**src/rtl/rlim_pkg.sv**
```systemverilog
`timescale 1ns / 1ps

package rlim_pkg;

    localparam int DEPTH_DEFAULT = 64;
    localparam int KEY_W         = 32;
    localparam int TIME_W        = 32;
    localparam int CNT_W         = 8;
    localparam int ENTRY_W       = KEY_W + CNT_W + TIME_W;
    localparam int PADDR_W       = 3;

    localparam logic [CNT_W-1:0] MAX_PER_WINDOW_RESET = 8'd10;
    localparam logic [CNT_W-1:0] COUNT_ONE            = 8'd1;

    // register index 0 sits at byte address 0, decoded on the word bit
    localparam logic REG_MAX_PER_WINDOW = 1'b0;

    typedef enum logic [2:0] {
        ST_IDLE  = 3'b001,
        ST_SCAN  = 3'b010,
        ST_WRITE = 3'b100
    } state_t;

    typedef struct packed {
        logic start;
        logic scan;
        logic write;
    } dp_cmd_t;

    typedef struct packed {
        logic scan_over;
        logic rem_done;
    } dp_status_t;

endpackage

```
**src/rtl/rlim_dp.sv**
```systemverilog
`timescale 1ns / 1ps

module rlim_dp #(
    parameter int TABLE_DEPTH = rlim_pkg::DEPTH_DEFAULT
) (
    input  logic                          clk,
    input  logic                          rst_n,
    input  rlim_pkg::dp_cmd_t             cmd,
    output rlim_pkg::dp_status_t          status,
    input  logic [rlim_pkg::KEY_W-1:0]    client_ip,
    input  logic [rlim_pkg::TIME_W-1:0]   now_seconds,
    input  logic [rlim_pkg::CNT_W-1:0]    max_per_window,
    output logic                          allowed
);
    import rlim_pkg::*;

    localparam int ABITS   = $clog2(TABLE_DEPTH);
    localparam int UW      = $clog2(TABLE_DEPTH + 1);
    localparam int PROD_W  = 2 * TIME_W + 1;
    localparam int RECIP_W = TIME_W + 1;
    localparam int RSH     = TIME_W + ABITS;

    // reciprocal of the depth rounded up, exact quotient for every time value
    localparam longint unsigned RECIP_NUM = 64'd1 << RSH;
    localparam logic [RECIP_W-1:0] RECIP =
        RECIP_W'((RECIP_NUM + 64'(TABLE_DEPTH) - 64'd1) / 64'(TABLE_DEPTH));
    localparam logic [TIME_W-1:0] RECIP_LO = RECIP[TIME_W-1:0];
    localparam logic              RECIP_HI = RECIP[TIME_W];
    localparam logic [TIME_W-1:0] DEPTH_T  = TIME_W'(TABLE_DEPTH);

    localparam logic [UW-1:0]  DEPTH_U   = UW'(TABLE_DEPTH);

    logic [ENTRY_W-1:0] mem [TABLE_DEPTH];
    logic [ENTRY_W-1:0] rdata_reg;

    logic [KEY_W-1:0]  addr_reg;
    logic [TIME_W-1:0] now_reg;
    logic [PROD_W-1:0] prod_reg;
    logic [ABITS-1:0]  rem_reg;
    logic              rem_done_reg;
    logic [UW-1:0]     used_reg;
    logic [UW-1:0]     rd_idx_reg;
    logic              cmp_valid_reg;
    logic [ABITS-1:0]  cmp_idx_reg;
    logic              found_reg;
    logic [ABITS-1:0]  hit_idx_reg;
    logic [CNT_W-1:0]  hit_count_reg;
    logic [TIME_W-1:0] hit_window_reg;
    logic              allowed_reg;

    logic [KEY_W-1:0]    rd_key;
    logic                issue;
    logic                hit;
    logic [2*TIME_W-1:0] prod_lo;
    logic [PROD_W-1:0]   prod_full;
    logic [TIME_W-1:0]   quot;
    logic [TIME_W-1:0]   rem_full;
    logic                decide_write;
    logic                allow_val;
    logic                used_inc;
    logic [ABITS-1:0]    wr_addr;
    logic [ENTRY_W-1:0]  wdata;

    assign rd_key   = rdata_reg[ENTRY_W-1 -: KEY_W];
    assign issue    = cmd.scan && !found_reg && (rd_idx_reg < used_reg);
    assign hit      = cmd.scan && !found_reg && cmp_valid_reg && (rd_key == addr_reg);

    // time mod depth: product at the request transfer, remainder on the first scan cycle
    assign prod_lo   = {{TIME_W{1'b0}}, now_seconds} * {{TIME_W{1'b0}}, RECIP_LO};
    assign prod_full = {1'b0, prod_lo}
                     + (RECIP_HI ? {1'b0, now_seconds, {TIME_W{1'b0}}} : {PROD_W{1'b0}});
    assign quot      = TIME_W'(prod_reg >> RSH);
    assign rem_full  = now_reg - quot * DEPTH_T;

    assign status.scan_over = found_reg || ((rd_idx_reg == used_reg) && !cmp_valid_reg);
    assign status.rem_done  = rem_done_reg;
    assign allowed          = allowed_reg;

    always_comb
    begin
        decide_write = 1'b1;
        allow_val    = 1'b1;
        used_inc     = 1'b0;
        wr_addr      = hit_idx_reg;
        wdata        = {addr_reg, COUNT_ONE, now_reg};
        if (found_reg)
        begin
            priority if (now_reg != hit_window_reg)
            begin
                wdata = {addr_reg, COUNT_ONE, now_reg};
            end
            else if (hit_count_reg >= max_per_window)
            begin
                decide_write = 1'b0;
                allow_val    = 1'b0;
            end
            else
            begin
                wdata = {addr_reg, hit_count_reg + COUNT_ONE, hit_window_reg};
            end
        end
        else if (used_reg < DEPTH_U)
        begin
            wr_addr  = used_reg[ABITS-1:0];
            used_inc = 1'b1;
        end
        else
        begin
            // full table: evict entry at time mod depth
            wr_addr = rem_reg;
        end
    end

    always_ff @(posedge clk)
    begin
        if (issue)
        begin
            rdata_reg <= mem[rd_idx_reg[ABITS-1:0]];
        end
        if (cmd.write && decide_write)
        begin
            mem[wr_addr] <= wdata;
        end
    end

    always_ff @(posedge clk)
    begin
        if (cmd.start)
        begin
            addr_reg <= client_ip;
            now_reg  <= now_seconds;
            prod_reg <= prod_full;
        end
        if (cmd.scan)
        begin
            rem_reg <= rem_full[ABITS-1:0];
        end
        if (issue)
        begin
            cmp_idx_reg <= rd_idx_reg[ABITS-1:0];
        end
        if (hit)
        begin
            hit_idx_reg    <= cmp_idx_reg;
            hit_count_reg  <= rdata_reg[TIME_W +: CNT_W];
            hit_window_reg <= rdata_reg[TIME_W-1:0];
        end
        if (cmd.write)
        begin
            allowed_reg <= allow_val;
        end
    end

    always_ff @(posedge clk or negedge rst_n)
    begin
        if (!rst_n)
        begin
            used_reg      <= '0;
            rd_idx_reg    <= '0;
            cmp_valid_reg <= 1'b0;
            found_reg     <= 1'b0;
            rem_done_reg  <= 1'b0;
        end
        else
        begin
            if (cmd.start)
            begin
                rd_idx_reg    <= '0;
                cmp_valid_reg <= 1'b0;
                found_reg     <= 1'b0;
                rem_done_reg  <= 1'b0;
            end
            else if (cmd.scan)
            begin
                if (!found_reg)
                begin
                    cmp_valid_reg <= issue;
                    if (issue)
                    begin
                        rd_idx_reg <= rd_idx_reg + 1'b1;
                    end
                end
                if (hit)
                begin
                    found_reg <= 1'b1;
                end
                rem_done_reg <= 1'b1;
            end
            if (cmd.write && used_inc)
            begin
                used_reg <= used_reg + 1'b1;
            end
        end
    end

endmodule

```
**config.mk**
```make
export PLATFORM = sky130hd
export DESIGN_NAME = rlim_dp
export DESIGN_NICKNAME = d
export VERILOG_FILES = /design/src/rtl/rlim_pkg.sv /design/src/rtl/rlim_dp.sv
export SDC_FILE = /design/constraint.sdc
export NUM_CORES = 2
export LEC_CHECK = 0
export ABC_CLOCK_PERIOD_IN_PS = 8300
export BUFFER_PORTS_ARGS = -buffer_cell sky130_fd_sc_hd__buf_4
export CAP_MARGIN = 10
export CORE_UTILIZATION = 55
export CTS_BUF_LIST = sky130_fd_sc_hd__clkbuf_4
export DETAILED_ROUTE_END_ITERATION = 8
export PLACE_DENSITY = 0.78
export SLEW_MARGIN = 20
export SYNTH_ARGS = -nofsm -noshare
export SYNTH_HDL_FRONTEND = slang
export SYNTH_MEMORY_MAX_BITS = 65536
export SYNTH_SLANG_ARGS = --single-unit
```
**constraint.sdc**
```tcl
create_clock -name clk -period 8.3 [get_ports clk]
set_input_delay 0.83 -clock clk [delete_from_list [all_inputs] [get_ports clk]]
set_output_delay 0.83 -clock clk [all_outputs]
set_load 0.05 [all_outputs]
```
# After elaboration in Yosys (flattened, before gate mapping)
# Memory sizes are Yosys's and may differ from the RTL's. A register that Yosys moved wholly into a read port is not among the register bits.
# Index checks and enable logic that the tools add are counted.
# classes
n_addsub	4
multipliers	0
div_mod_pow	0
n_lt_le_gt_ge	3
n_eq_ne	4
n_shift	0
mux	24
bitwise_logic	0
n_reduce_logical	16
# op_table
op	count
2-to-1 mux 40 bit	3
equality test 32 bit	1
!= test 32 bit	1
2-to-1 mux 7 bit	4
2-to-1 mux 1 bit	15
adder 7 x 1 -> 7 bit, second input constant	2
2-to-1 mux 6 bit	2
adder 8 x 1 -> 8 bit, second input constant	1
greater-or-equal comparator 8 bit	1
equality test 7 bit	1
logical AND 1 bit	7
less-than comparator 7 bit	1
less-than comparator 7 bit, second input constant	1
nonzero test 2 bit	3
subtractor 6 x 1 -> 6 bit, second input constant	1
AND reduction 2 bit	2
AND reduction 3 bit	1
zero test 1 bit	2
!= test 2 bit, second input constant	1
logical OR 1 bit	1
# word_totals
register_bits	140
latch_bits	0
ram_bits	4608
romBits	0
input_bits	77
out_inout_bits	3
word_cells	65
memories	1
# mem_list
memory	words	word_bits	read_ports	rd_ports_with_merged_regs	wr	line	rtl
mem	64	72	1	1	1	rlim_dp.sv:33	logic [ENTRY_W-1:0] mem [TABLE_DEPTH];

# Logic depth before layout (Yosys ltp)
# depth
word_depth	7
depth_mapped	12
depth_no_buf	8

# Worst setup path before layout
# OpenSTA, ideal clock, no wires.
# synth_path
kind	flip-flop to flip-flop
from	register addr_reg[24]
to	register hit_count_reg[0] (enable)
setup_ns	0.567
arrival_ns	6.158
t_required_ns	7.733
setup_slack_ns	1.575
path_stages_with_launch	5
n_path_buf	0
period_less_slack_ns	6.725
cell_sequence	edfxtp_1 -> xor2_1 -> nor4_1 -> nand4_1 -> nor4_1
# synth_via
elab_chain_cells	2
# synth_rtl
item	line	rtl
start: declaration	rlim_dp.sv:36	logic [KEY_W-1:0] addr_reg;
start signal: assignment	rlim_dp.sv:130	addr_reg <= client_ip;
equality test 32 bit	rlim_dp.sv:66	assign hit = cmd.scan && !found_reg && cmp_valid_reg && (rd_key == addr_reg);
logical AND 1 bit	rlim_dp.sv:66	
named net hit	rlim_dp.sv:53	logic hit;
end signal: assignment	rlim_dp.sv:145	hit_count_reg <= rdata_reg[TIME_W +: CNT_W];
end: declaration	rlim_dp.sv:47	logic [CNT_W-1:0] hit_count_reg;
# The timed path passes the listed nets, and every way through them passes these cells.
# A chain may end at the register's enable or synchronous reset.

==> flow_metrics.py <==
metrics = {
    "die": {
        "initial_core_util_pct": 55.34,
        "die_y_um": 578.7,
        "dieArea_sq_um": 334900,
        "pin_count": 80,
        "core_sq_um": 330500,
        "rows": 211,
        "die_w_um": 578.7,
    },
    "critical_path": {
        "cp_common_cell": "buf_4",
        "cp_cell_sequence": "buf_4, xnor2_1, nand4_1, nor4_1, nand3_1, nor2b_4, buf_4, nor2_4, buf_4",
        "arrival_ps": 7100,
        "cp_max_fo": 65,
        "endpoint_kind": "register",
        "crit_type": "register to register",
        "startpoint_type": "register",
        "cp_slowest_cell": "buf_4",
        "max_stage_delay_ps": 1010,
        "crit_required_ps": 9470,
    },
    "sta": {
        "setup_tns_ps": 0,
        "hold_viol_final": 0,
        "finalCritPeriodShare_pct": 71.41,
        "min_period_ps": 5927,
        "max_slew_margin_pct": 17.54,
        "worst_pin_slew_ps": 1226,
        "drv_slew": 0,
        "finClkSkew_ps": 163.8,
        "max_freq_ghz": 0.1687,
        "fin_ws_ps": 2373,
        "rsz0062_at_grt": "false",
        "setup_violations": 0,
    },
    "clock_network": {
        "clk_latency_ps": 1720,
        "cts_tree": "yes",
        "cts_resized": 0,
        "cts.path.max_buffers": 5,
        "path_clk_slew_ps": 70,
        "htree_levels": 7,
        "cts.sinks": 4820,
        "cts_buffers": 1221,
        "root_buffer": "clkbuf_4",
    },
    "synthesis": {
        "synth_common_cells": "4803 x edfxtp_1, 985 x mux4_2, 323 x mux2i_1, 262 x clkbuf_1, 240 x a22oi_1",
        "ys_types": 57,
        "syn_inst": 8251,
        "syn-num-nets": 8346,
        "async_flop_share_pct": 0.3527,
        "yosys_warnings": 0,
        "synth-seq-area-share_pct": 79.08,
        "synth_edf_count": 4803,
        "synth_top_area_share_pct": 78.85,
        "netlist_area_sq_um": 182900,
        "synth_area_leaders": "edfxtp_1 79%, mux4_2 12%, mux2i_1 1.8%, a22oi_1 0.98%, clkbuf_1 0.54%",
        "yosysTopAreaCell": "edfxtp_1",
        "ys.flop_type": "edfxtp_1",
        "synth_seq_cells": 4820,
        "yosysMostFrequentCell": "edfxtp_1",
        "syn_area_per_cell_sq_um": 22.17,
    },
    "global_routing": {
        "grt.total_usage_pct": 29.75,
        "grt_pass1_wl_um": 694500,
        "antenna_found_initial": 27,
        "grt_max_degree": 142,
        "grt_pass1_vias": 98998,
        "overflow": 0,
    },
    "power_and_ir_drop": {
        "swShare_pct": 22.51,
        "vdd_drop_max_v": 0.0002266,
        "switchingPower_mw": 11.00,
        "clkPwrFrac_pct": 38.4,
        "p_total_mw": 48.88,
        "sequentialPowerShare_pct": 55.6,
        "internal_power_mw": 37.88,
        "leakage_nw": 65.66,
        "cellPowerDensity_nw_per_um2": 238.0,
        "comb_power_share_pct": 6.0,
    },
    "route": {
        "firstDrtPassIters": 6,
        "vias": 97001,
        "postRouteAntennaNets": 0,
        "vias_per_cell": 6.646,
        "drc": 0,
        "wl_um": 491100,
        "avgRoutedWirePerCell_um": 33.65,
        "first_iter_violations": 14941,
    },
    "placement": {
        "dpl.hpwl_um": 273300,
        "portBuffers": 79,
        "place.gp.congestion": 0.8870,
        "pre_cts_ws_ps": 2863,
        "dp.cells": 12492,
    },
    "cells_and_area": {
        "fin_cells": 14596,
        "largest_register_ffs": 4608,
        "drive_above_1_share_pct": 32.07,
        "area_delta_synth_final_pct": 12.28,
        "final_net_count": 9578,
    },
    "min_path": {
        "hold_path_class": "input port to register",
    },
    "run": {
        "cap_violations": 0,
    },
    "run_status": {
        "status": "finished clean",
    },
}
==> worst max-delay path: cells and delay by family, from the launching register on <==
kind                   cells  cell delay (ps)
AND/OR/NAND/NOR            5             2590
buffers and inverters      3             2090
flip-flops                 1              320
XOR/XNOR                   1              240
==> power groups by stage <==
stage	registers [mW]	clock network [mW]	logic (mW)
after global placement	27.7	0	2.78
after CTS	27.2	19.0	2.92
final	27.2	18.7	2.94
after global routing	27.2	20.2	3.04
after detailed placement	27.7	0	2.87
after floorplan	27.8	0	1.76
==> layout by cell type (no fill, tap or decap), types with 67 or more instances in the layout <==
cell type and instances:
edfxtp_1 4803, clkbuf_4 1683, mux4_2 985, buf_4 336
mux2i_1 323, a22oi_1 240, nand2_1 208, clkinv_1 196
a21oi_1 186, dlygate4sd3_1 134, o221ai_1 89, o22ai_1 87
a211oi_1 77, nor2_1 75, nor2_4 72, o21ai_0 70
mux2_2 67
==> metrics by stage <==
step	utilization (%)	area [sq um]	hold slack [ps]
5_1_grt	62.13	205300	83.92
6_report	62.13	205400	186.2
3_5_place_dp	57.47	189900	404.5
4_1_cts	62.11	205300	3.148
2_1_floorplan	-	182900	400.3
3_3_place_gp	57.40	189700	401.8
==> layer usage <==
| metal | vias to the layer above | routed length, um | global-route usage (%) | share of wire [%] |
|---|---|---|---|---|
| li1 | 38090 | - | - | - |
| met1 | 49309 | 160100 | 37.69 | 33 |
| met2 | 8165 | 234100 | 46.42 | 48 |
| met3 | 1421 | 65680 | 7.664 | 13 |
| met4 | 16 | 31070 | 18.61 | 6.3 |
| met5 | - | 104 | 0 | 0.021 |
==> timing repair <==
action / in CTS / in global routing
setup endpoints to repair: 0 / 0
hold buffers: 134 / 0
hold endpoints to repair: 227 / 0
buffers inserted: 0 / 0
==> cell type report <==
type | count | area, sq um
Inverter | 21 | 86.33
Tap cell | 4366 | 5463
Fill cell | 21601 | 125200
Clock inverter | 262 | 1383
Clock buffer | 1683 | 12630
Timing Repair Buffer | 501 | 4478
Antenna cell | 25 | 62.56
Multi-Input combinational cell | 2918 | 36590
Sequential cell | 4820 | 144700
==> kinds of logic (layout without fill, tap and decap cells) <==
group           Yosys count  in the layout  share of synthesized area [%]
compound gates          974            974                          3.729
xor+xnor                 80             80                         0.3831
fa+ha+maj                18             18                         0.1231
buf+inv                 513           2467                          1.270
flops                  4820           4820                          79.08
mux                    1381           1381                          14.34
other cells               0             25                              0
simple gates            465            465                          1.069
==> worst paths after layout <==
check	startpoint	to	slack, ps	cells past startpoint
setup / recovery	prod_reg[52]	mem[11][16]	2370	9
hold / removal	cmd[1]	rem_reg[5]	190	2
setup reg to reg	prod_reg[52]	mem[11][16]	2370	9
hold reg to reg	cmp_idx_reg[5]	hit_idx_reg[5]	430	0
max in group asynchronous	rst_n	rd_idx_reg[1]	7150	3
min in group asynchronous	rst_n	rem_done_reg	400	3
(Power assumes the default switching activity.)
