===== config.mk =====
export PLATFORM = sky130hd
export DESIGN_NAME = rlim_ctrl
export DESIGN_NICKNAME = d
export VERILOG_FILES = /design/src/rtl/rlim_pkg.sv /design/src/rtl/rlim_ctrl.sv
export SDC_FILE = /design/constraint.sdc
export NUM_CORES = 1
export LEC_CHECK = 0
export BUFFER_PORTS_ARGS = -buffer_cell sky130_fd_sc_hd__clkbuf_2
export CORE_AREA = 2 2 39 41
export CTS_CLUSTER_SIZE = 25
export DETAILED_ROUTE_END_ITERATION = 16
export DIE_AREA = 0 0 41 43
export PLACE_DENSITY = 0.39
export SLEW_MARGIN = 20
export SYNTH_ARGS = -nofsm -noshare
export SYNTH_HDL_FRONTEND = slang
export SYNTH_SLANG_ARGS = --single-unit

===== constraint.sdc =====
create_clock -name clk -period 1.8 [get_ports clk]
set_input_delay 0 -clock clk [delete_from_list [all_inputs] [get_ports clk]]
set_output_delay 0 -clock clk [all_outputs]
set_load 0.005 [all_outputs]

===== src/rtl/rlim_pkg.sv =====
`timescale 1ns / 1ps

package rlim_pkg;

    localparam int DEPTH_DEFAULT = 64;
    localparam int KEY_W         = 32;
    localparam int TIME_W        = 32;
    localparam int CNT_W         = 8;
    localparam int ENTRY_W       = KEY_W + CNT_W + TIME_W;
    localparam int PADDR_W       = 3;

    localparam logic [CNT_W-1:0] MAX_PER_WINDOW_RESET = 8'd10;
    localparam logic [CNT_W-1:0] COUNT_ONE            = 8'd1;

    // register index 0 sits at byte address 0, decoded on the word bit
    localparam logic REG_MAX_PER_WINDOW = 1'b0;

    typedef enum logic [2:0] {
        ST_IDLE  = 3'b001,
        ST_SCAN  = 3'b010,
        ST_WRITE = 3'b100
    } state_t;

    typedef struct packed {
        logic start;
        logic scan;
        logic write;
    } dp_cmd_t;

    typedef struct packed {
        logic scan_over;
        logic rem_done;
    } dp_status_t;

endpackage


===== src/rtl/rlim_ctrl.sv =====
`timescale 1ns / 1ps

module rlim_ctrl (
    input  logic                clk,
    input  logic                rst_n,
    input  logic                in_valid,
    output logic                in_ready,
    output logic                out_valid,
    input  logic                out_ready,
    input  rlim_pkg::dp_status_t status,
    output rlim_pkg::dp_cmd_t    cmd
);
    import rlim_pkg::*;

    state_t state_reg;
    state_t state_next;
    logic   out_valid_reg;
    logic   out_valid_next;

    assign in_ready  = (state_reg == ST_IDLE);
    assign out_valid = out_valid_reg;

    always_comb
    begin
        state_next     = state_reg;
        out_valid_next = out_valid_reg && !out_ready;
        cmd            = '0;
        unique case (state_reg)
            ST_IDLE:
            begin
                if (in_valid)
                begin
                    cmd.start  = 1'b1;
                    state_next = ST_SCAN;
                end
            end
            ST_SCAN:
            begin
                cmd.scan = 1'b1;
                if (status.scan_over && status.rem_done)
                begin
                    state_next = ST_WRITE;
                end
            end
            ST_WRITE:
            begin
                // hold the update until the result register is free
                if (!out_valid_reg || out_ready)
                begin
                    cmd.write      = 1'b1;
                    out_valid_next = 1'b1;
                    state_next     = ST_IDLE;
                end
            end
            default:
            begin
                state_next = ST_IDLE;
            end
        endcase
    end

    always_ff @(posedge clk or negedge rst_n)
    begin
        if (!rst_n)
        begin
            state_reg     <= ST_IDLE;
            out_valid_reg <= 1'b0;
        end
        else
        begin
            state_reg     <= state_next;
            out_valid_reg <= out_valid_next;
        end
    end

endmodule


# After elaboration in Yosys (flattened, before gate mapping)
# Cells that the tools add are included.
[totals]
reg_bits = 4
input_bits = 6
out_inout_bits = 5
word_cells = 25
[classes]
eq_ne = 6
n_mux = 11
reduce_logical = 6
[ops]
columns = ["operator", "n"]
rows = [
  ["$mux W3", 3],
  ["$pmux W3 S3", 1],
  ["$mux W1", 7],
  ["$ne A2 B2 Y1 const B", 3],
  ["$eq A3 B1 Y1 const B", 1],
  ["$eq A3 B2 Y1 const B", 1],
  ["$eq A3 B3 Y1 const B", 1],
  ["$reduce_and A3 Y1", 1],
  ["$logic_and A1 B1 Y1", 2],
  ["$logic_not A1 Y1", 2],
  ["$logic_or A1 B1 Y1", 1],
]

# Depth between registers and ports, before layout
# Gate-level depths: netlist of run 1.
[depth]
word_depth = 4
ltp_mapped = 2

# Worst setup path after synthesis of run 1
# Ideal clock, no wire load.
[synth_path]
kind = "register to register"
start = "register state_reg[0]"
end = "register state_reg[1]"
arrival_time_ps = 882
required_ps = 1737
path_slack_ps = 855
path_stages_with_launch = 3
path_buffers = 0
synth_period_minus_slack_ps = 945
cell_sequence = "dfstp_2 and4bb_2 a21o_2"
[synth_between]
elab_chain_cells = 3
[synth_lines]
columns = ["item", "line_no", "source"]
rows = [
  ["start: declaration", "rlim_ctrl.sv:15", "state_t state_reg;"],
  ["start signal: assignment", "rlim_ctrl.sv:71", "state_reg <= state_next;"],
  ["$eq A3 B3 Y1 (tied with other cells)", "rlim_ctrl.sv:28", "unique case (state_reg)"],
  ["$ne A2 B2 Y1 (no line)", "-", ""],
  ["$reduce_and A3 Y1 (no line)", "-", ""],
]
# Parallel ways exist; a longest one is shown, timed or not.
# A chain may end at the register's enable or synchronous reset.

==> metrics, run 1 <==
metal2 WL 242 um; commonest cells in the synthesized netlist dfrtp_1 (3), nor3b_1 (3); Finished Cell Area approximately 310 um2; CTS tree yes; Port Buf Inserts 10; crit end category primary output; wl on met1 roughly 180 um; slew of the pin with the lowest slew margin between 0.3 and 0.4 ns; Syn Std Cell Area around 210 um2; Power, Total 389.4 uW; Setup WS post-layout approximately 0.56 ns; Unique masters post-synth 15; Yosys reg bits 4; die width between 40 and 50 um; clk sinks 4; Core Box Area 1384 um2; Non-Filler Instances just under 50; CP Data Required Time 1.80 ns; ant diodes 0; antenna-violating nets left 0; final core utilization 0.2260; number of synthesized flops with an enable pin 0; Routed WL roughly 450 um; CP Class reg -> out; global-route wire length before repair 648 um; post-cts resize count 0; Yosys top cell area share 0.3509; vias in the first global route 181; Worst Path Arrival roughly 1.2 ns; GRT Total Usage 0.05634; Vias roughly 190; hold path cells 3; Worst R2R End state_reg[0]$_DFFE_PN1P_; pwr dens approximately 1200 nW/um2; First DRT Iteration DRCs 4; Worst Reg2Reg Path Length in Cells 2; Crit path largest cell delay between 0.4 and 0.5 ns; # DRC 0; static leakage 0.1481 nW; Area Growth Syn to Fin 46.20%; r2r setup slk roughly 0.76 ns; Worst-Skew Late Latency 0.23 ns; Hold Path End state_reg[2]$_DFFE_PN0P_; final setup vio count 0; Net Count, Synth 25; asr flop ratio synth 1.000; worst-path cell chain or3b_1 > nor2_1 > clkbuf_2; FMAX ~810 MHz; worst hold-check path type in -> reg; Final Cycle Share 0.6890; placed cells 44; fill count around 160; CTS Buf Count 3; Root Driver clkbuf_4; HP Start status[0]; Gate Count Post-Synth 19; Clock Pin Slew Worst Setup and Hold Paths approximately 0.04 ns; Fin. Hold Viols 0; outcome finished clean; Clock Path Buffers 2; total die area 1763 um2; Ports 11; H-tree Lvls 1; Mapped Avg Cell Area roughly 11 um2; Chip Height around 43 um; leading area contributor after synthesis dfrtp_1; max_cap viols 0; Startpoint Class flip-flop; yosys warns 0; Max-Slew Margin vs Limit 0.7652; nets@finish 40; CP max-delay cell dfrtp_1; Primary FF master, synth dfrtp_1; placed cell areas approximately 280 um2; met3 wire len between 30 and 40 um; grt ovf 0; WHS between 0.03 and 0.04 ns; initial antenna violation count 0; Largest register FFs 3; Clock Skews between 0.006 and 0.007 ns; Final Slew Violations 0; TNS Setup 0 ns; fin crit period roughly 1.2 ns; share of cells above drive strength 1 0.4848; pre-CTS setup slack 0.7597 ns; largest net degree at the start of global routing 8; std cell rows 14; top cells by area, synth dfrtp_1 (35%), dfstp_2 (12%), nor3b_1 (11%); max layer used met3; worst ir drop on vdd ~0.32 mV; RSZ-0062 raised after global routing false; Crit Path Max Fanout 7; Initial Util 0.1546; Routability Congestion 0.6264; TritonRoute pass-1 iters 2; r2r startpoint state_reg[2]$_DFFE_PN0P_; sequential-to-total area share from yosys stat 0.4737; DR vias/cell ~3.9; WL/cell a little over 9 um
==> critical path: cells and delay by family, from the launching register on <==
kind                   cells  cell delay [ns]
buffers and inverters      1             0.11
AND/OR/NAND/NOR            2             0.47
flip-flops                 1             0.42
==> cells in the final DEF, fill, tap and decap left out, types with 3 or more instances in the layout <==
cell / count
clkbuf_2: 10
clkbuf_4: 3
dfrtp_1: 3
nor3b_1: 3
==> cell type report <==
class | count | area, um2 | share of cell area
well taps | 16 | 20.02 | 0.06400
clock buffers | 4 | 26.28 | 0.08400
repair buffers | 11 | 60.06 | 0.1920
multi-input cells | 14 | 105.1 | 0.3360
flip-flops and latches | 4 | 101.3 | 0.3240
==> repair_timing <==
item                      in CTS  in global routing
setup buffers                  0                  0
hold buffers                   1                  0
hold endpoints to repair       4                  0
==> layer usage <==
layer	GRT usage	up-vias
li1	-	98
met1	0.05502	89
met2	0.08438	4
met3	0.03141	0
met4	0.04000	0
met5	0	-
==> logic make-up after synthesis <==
| logic type | synth area share |
|---|---|
| flops | 0.4737 |
| simple gates | 0.3918 |
| compound gates | 0.09941 |
| buf+inv | 0.03510 |
==> where the power goes <==
| part | leakage [nW] | switching [mW] | internal [mW] |
|---|---|---|---|
| Sequential | 0.0511 | 0.0349 | 0.123 |
| Clock | 0.0150 | 0.0375 | 0.0832 |
| Combinational | 0.0820 | 0.0429 | 0.0683 |
==> worst max path at each step <==
stage                                   startpoint                        to  slack (ns)  cells after the start
final                     state_reg[1]$_DFFE_PN0P_                    cmd[0]        0.56                      3
after global routing      state_reg[1]$_DFFE_PN0P_                    cmd[0]        0.49                      3
after CTS                 state_reg[1]$_DFFE_PN0P_                    cmd[0]        0.54                      3
after detailed placement  state_reg[2]$_DFFE_PN0P_  state_reg[0]$_DFFE_PN1P_        0.76                      2
after global placement    state_reg[2]$_DFFE_PN0P_  state_reg[0]$_DFFE_PN1P_        0.76                      2
after floorplan           state_reg[0]$_DFFE_PN1P_  state_reg[1]$_DFFE_PN0P_        0.86                      2
Note: power is estimated with default switching activity, not from simulation.
==> run 2: changes to the inputs <==
- clock period: 1.8 -> 1.15 ns (I/O delays scaled with it)
==> run 2 against run 1 <==
The run now ends with setup timing left. Clock power up 54%. Design area up 15%. Combinational power rose to 2.7 times the previous value. Non-clock buffer count up 5. Total power up 87%. Worst hold slack better by 0.012 ns. Worst setup slack worse by 0.62 ns. Global-route usage up 0.52 points. Die area unchanged. Core utilization up 3.3 points. Critical path depth unchanged. Largest power group is now combinational cells.
==> metrics, run 2 (synthesis results as in run 1) <==
Ports 11; Worst-Skew Late Latency approximately 0.23 ns; worst ir drop on vdd between 0.5 and 0.6 mV; std cell rows 14; clk sinks 4; HP Start status[0]; CTS Buf Count 3; register share of total power 0.327; TritonRoute pass-1 iters 2; Port Buf Inserts 10; clock group share of total power 0.256; Crit Path Max Fanout 4; end of the critical path cmd[0]; CP Class reg -> out; pre-CTS setup slack 0.1155 ns; commonest non-fill, non-tap cell in the layout clkbuf_2; RSZ-0062 raised after global routing true; WL/cell ~9.7 um; Clock Skews about 0.0079 ns; r2r setup slk -0.02 ns; crit end category primary output; Routed WL about 520 um; Clock Pin Slew Worst Setup and Hold Paths about 0.040 ns; Clock Path Buffers 2; final core utilization 0.2595; initial antenna violation count 0; DR vias/cell between 4 and 5; Final Cycle Share 1.053; Vias 217; violated checks setup timing; ant diodes 0; worst-path cell chain or3b_1 > nor2_1 > buf_2; r2r startpoint state_reg[1]$_DFFE_PN0P_; Cell Int Power just over 500 uW; grt ovf 0; Fin. Hold Viols 0; Crit path largest cell delay ~0.4 ns; Core Box Area 1384 um2; global-route wire length before repair 683 um; net switching power between 200 and 250 uW; WHS approximately 0.051 ns; Worst R2R End state_reg[1]$_DFFE_PN0P_; Largest register FFs 3; Root Driver clkbuf_4; max_cap viols 0; most frequent cells in the layout clkbuf_2 (9), buf_4 (5), clkbuf_4 (3), dfrtp_1 (3), nor3b_1 (2); Routability Congestion 0.6259; vias in the first global route around 210; Worst Reg2Reg Path Length in Cells 4; First DRT Iteration DRCs 1; CTS tree yes; share of cells above drive strength 1 0.6053; Max-Slew Margin vs Limit 0.7641; Area Growth Syn to Fin 67.84%; Final Slew Violations 0; slew of the pin with the lowest slew margin roughly 0.35 ns; Chip Height approximately 43 um; switching fraction of total power 0.2886; fin crit period between 1 and 1.5 ns; Setup WS post-layout -0.06074 ns; fill count between 150 and 200; placed cells 44; antenna-violating nets left 0; pwr dens just over 2000 nW/um2; nets@finish 45; final setup vio count 3; CP Data Required Time 1.15 ns; FMAX approximately 830 MHz; Startpoint Class flip-flop; outcome finished, violations left; Power, Total slightly above 700 uW; worst hold-check path type in -> reg; largest net degree at the start of global routing 7; total die area 1763 um2; # DRC 0; Initial Util 0.1546; DP HPWL 385.2 um; CP max-delay cell dfrtp_1; Non-Filler Instances 54; GRT Total Usage 0.06149; Worst Path Arrival between 1 and 1.5 ns; die width between 40 and 50 um; critical path launch point state_reg[1]$_DFFE_PN0P_; H-tree Lvls 1; static leakage roughly 0.18 nW; Comb pwr share 0.417
-- run 2: cell count changes in the layout (fill, tap and decap cells not counted), sizes merged --
cell,change
clkbuf,-1
buf,+6
-- run 2: how the worst min path moves through the flow --
stage,end,slack (ns),cells after the start
3_3_place_gp,out_valid$_DFF_PN0_,-0.19,1
3_5_place_dp,out_valid$_DFF_PN0_,-0.19,1
6_report,state_reg[1]$_DFFE_PN0P_,0.05,3
4_1_cts,state_reg[1]$_DFFE_PN0P_,0.04,3
2_1_floorplan,out_valid$_DFF_PN0_,-0.30,0
5_1_grt,state_reg[1]$_DFFE_PN0P_,0.06,3
-- run 2: layer usage --
metal | part of all wire | vias up | GRT usage
li1 | - | 110 | -
met1 | 0.37 | 103 | 0.04235
met2 | 0.56 | 4 | 0.1031
met3 | 0.059 | 0 | 0.04712
met4 | 0 | 0 | 0.04000
met5 | 0 | - | 0
-- run 2: power groups by stage --
stage	clock network, mW	registers (mW)	logic [mW]
after detailed placement	0	0.244	0.179
after global placement	0	0.243	0.175
final	0.186	0.238	0.304
after floorplan	0	0.231	0.118
after CTS	0.199	0.231	0.283
after global routing	0.202	0.243	0.324
-- run 2: cell type report --
class | count | area, um2 | share of cell area
sequential | 4 | 101.3 | 0.2822
tap | 16 | 20.02 | 0.05575
clock buffer | 4 | 26.28 | 0.07317
multi-input combinational | 14 | 113.9 | 0.3171
timing repair buffer | 16 | 97.59 | 0.2718
-- run 2: per-stage QoR --
stage	TNS (ns)	area (um2)
global placement	0	276.5
detailed placement	0	276.5
floorplan	0	214.0
finish	-0.1420	359.1
global route	-0.3295	359.1
CTS	-0.1369	347.8
-- run 2: repair_timing --
item                                   in CTS  in global routing
buffers inserted                            4                  1
endpoints found under the hold margin       4                  0
gates resized for setup                     1                  2
hold buffers                                1                  0
setup endpoints to repair                   4                  4
pin swaps                                   0                  1
-- run 2: worst max-delay path, delay by kind of cell, from the launching register on --
family / cells / cell delay, ns
flops: 1 / 0.40
simple gates: 2 / 0.47
buf+inv: 1 / 0.11
==> run 3: changes to the inputs <==
- PLACE_DENSITY: 0.39 -> 0.4
- clock period: 1.15 -> 1 ns (I/O delays scaled with it)
==> run 3 against run 2 <==
The run still ends with setup timing left. First-iteration DRC count down 100%. Die area did not move. Cell count is 3.7% higher. Combinational power is 25% higher. Register-to-register slack got worse by 0.08 ns. Clock skew decreased by 0.0015 ns. Core utilization increased by 2.6 points. Largest power group unchanged. Clock-buffer cell count did not move. Via count grew 3.2%. Non-clock buffer count increased by 2. Wire length decreased by 0.19%. Worst setup slack worse by 0.15 ns.
==> metrics, run 3 (synthesis results as in run 1) <==
outcome finished, violations left; violated checks setup timing; Crit path largest cell delay approximately 0.40 ns; ant diodes 0; max layer used met3; Max-Slew Margin vs Limit 0.8112; final core utilization 0.2857; Vias 224; worst hold-check path type in -> reg; slew of the pin with the lowest slew margin 0.2826 ns; Clock Skews about 0.0064 ns; clk sinks 4; Startpoint Class flip-flop; initial antenna violation count 0; commonest non-fill, non-tap cell in the layout clkbuf_2; DR vias/cell about 4.0; die width a little over 40 um; share of cells above drive strength 1 0.7000; CP max-delay cell or3b_4; FMAX slightly above 800 MHz; # DRC 0; Largest register FFs 3; Final Slew Violations 0; Clock Path Buffers 2; max_cap viols 0; Non-Filler Instances 56; Worst Path Arrival 1.21 ns; most frequent cells in the layout clkbuf_2 (8), buf_4 (6), clkbuf_4 (3), dfrtp_1 (3); RSZ-0062 raised after global routing true; final setup vio count 7; wl on met1 190 um; Core Box Area about 1400 um2; Worst path top cell family by delay simple AND/OR/NAND/NOR gates; worst ir drop on vdd roughly 0.63 mV; Chip Height 43 um; TritonRoute pass-1 iters 1; total die area between 1500 and 2000 um2; Setup WS post-layout -0.2090 ns; metal2 WL between 200 and 300 um; CP Class reg -> out; Routability Congestion 0.6084; global-route wire length before repair roughly 800 um; r2r setup slk -0.10 ns; nets@finish 47; TNS Setup -0.9522 ns; pwr dens ~2200 nW/um2; Root Driver clkbuf_4; CTS tree yes; Power, Total 868.4 uW; vias in the first global route 206; CP Data Required Time 1.00 ns; Port Buf Inserts 10; largest net degree at the start of global routing 7; Fin. Hold Viols 0; CP Buf/Inv Count 1; grt ovf 0; First DRT Iteration DRCs 0; met3 wire len approximately 48 um; Clock Pin Slew Worst Setup and Hold Paths roughly 0.040 ns; Initial Util 0.1546; H-tree Lvls 1; Final Cycle Share 1.209; worst-path cell chain or3b_4 > nor2_2 > clkbuf_2; GRT Total Usage 0.06848; static leakage 0.1941 nW; crit end category primary output; Routed WL between 500 and 600 um; Ports 11; Crit Path Max Fanout 6; WL/cell slightly above 9 um; DP HPWL approximately 400 um; placed cells 47; antenna-violating nets left 0; fin crit period approximately 1.2 ns; Worst-Skew Late Latency ~0.23 ns; Area Growth Syn to Fin 84.80%; CTS Buf Count 3; std cell rows 14
run 3: path summary, 6_finish.rpt:
path | from | to | depth (start not counted)
hold / removal | status[0] | state_reg[2]$_DFFE_PN0P_ | 3
hold reg to reg | state_reg[0]$_DFFE_PN1P_ | state_reg[2]$_DFFE_PN0P_ | 1
min in group asynchronous | rst_n | out_valid$_DFF_PN0_ | 2
setup / recovery | state_reg[0]$_DFFE_PN1P_ | cmd[0] | 3
setup reg to reg | state_reg[1]$_DFFE_PN0P_ | state_reg[0]$_DFFE_PN1P_ | 4
max in group asynchronous | rst_n | state_reg[0]$_DFFE_PN1P_ | 2
run 3: where the power goes:
group / leakage (nW) / internal [mW] / switching (mW)
combinational: 0.128 / 0.255 / 0.124
clock: 0.0150 / 0.150 / 0.0651
sequential: 0.0511 / 0.221 / 0.0537
total: 0.194 / 0.625 / 0.243
run 3: metrics by stage:
stage | hold WS, ns | worst slack (ns) | instance area, um2
after CTS | 0.04395 | -0.2455 | 367.9
after detailed placement | -0.1893 | -0.05140 | 299.0
final | 0.05527 | -0.2090 | 395.4
after floorplan | -0.2956 | 0.05519 | 214.0
after global routing | 0.06701 | -0.2599 | 395.4
after global placement | -0.1917 | -0.05296 | 299.0
run 3: cell type report:
cell class	count	area, um2
timing repair buffer	18	122.6
clock buffer	4	26.28
tap	16	20.02
fill	165	988.4
sequential	4	101.3
multi-input combinational	14	125.1
run 3: timing repair:
item | 4_1_cts | 5_1_grt
endpoints found under the hold margin | 4 | 0
pin swaps | 1 | 3
buffers inserted | 3 | 1
resized for setup | 2 | 6
setup endpoints to repair | 6 | 7
hold buffers | 1 | 0
run 3: per-layer routing:
metal	vias up	GRT usage
li1	114	-
met1	104	0.07468
met2	6	0.1031
met3	0	0.01571
met4	0	0.06000
met5	-	0
run 3: worst register-to-register path: stages (launching register included):
cell and delay [ns]:
dfrtp_1 0.39, buf_4 0.15, buf_4 0.12, nor3b_1 0.24, a211oi_2 0.11
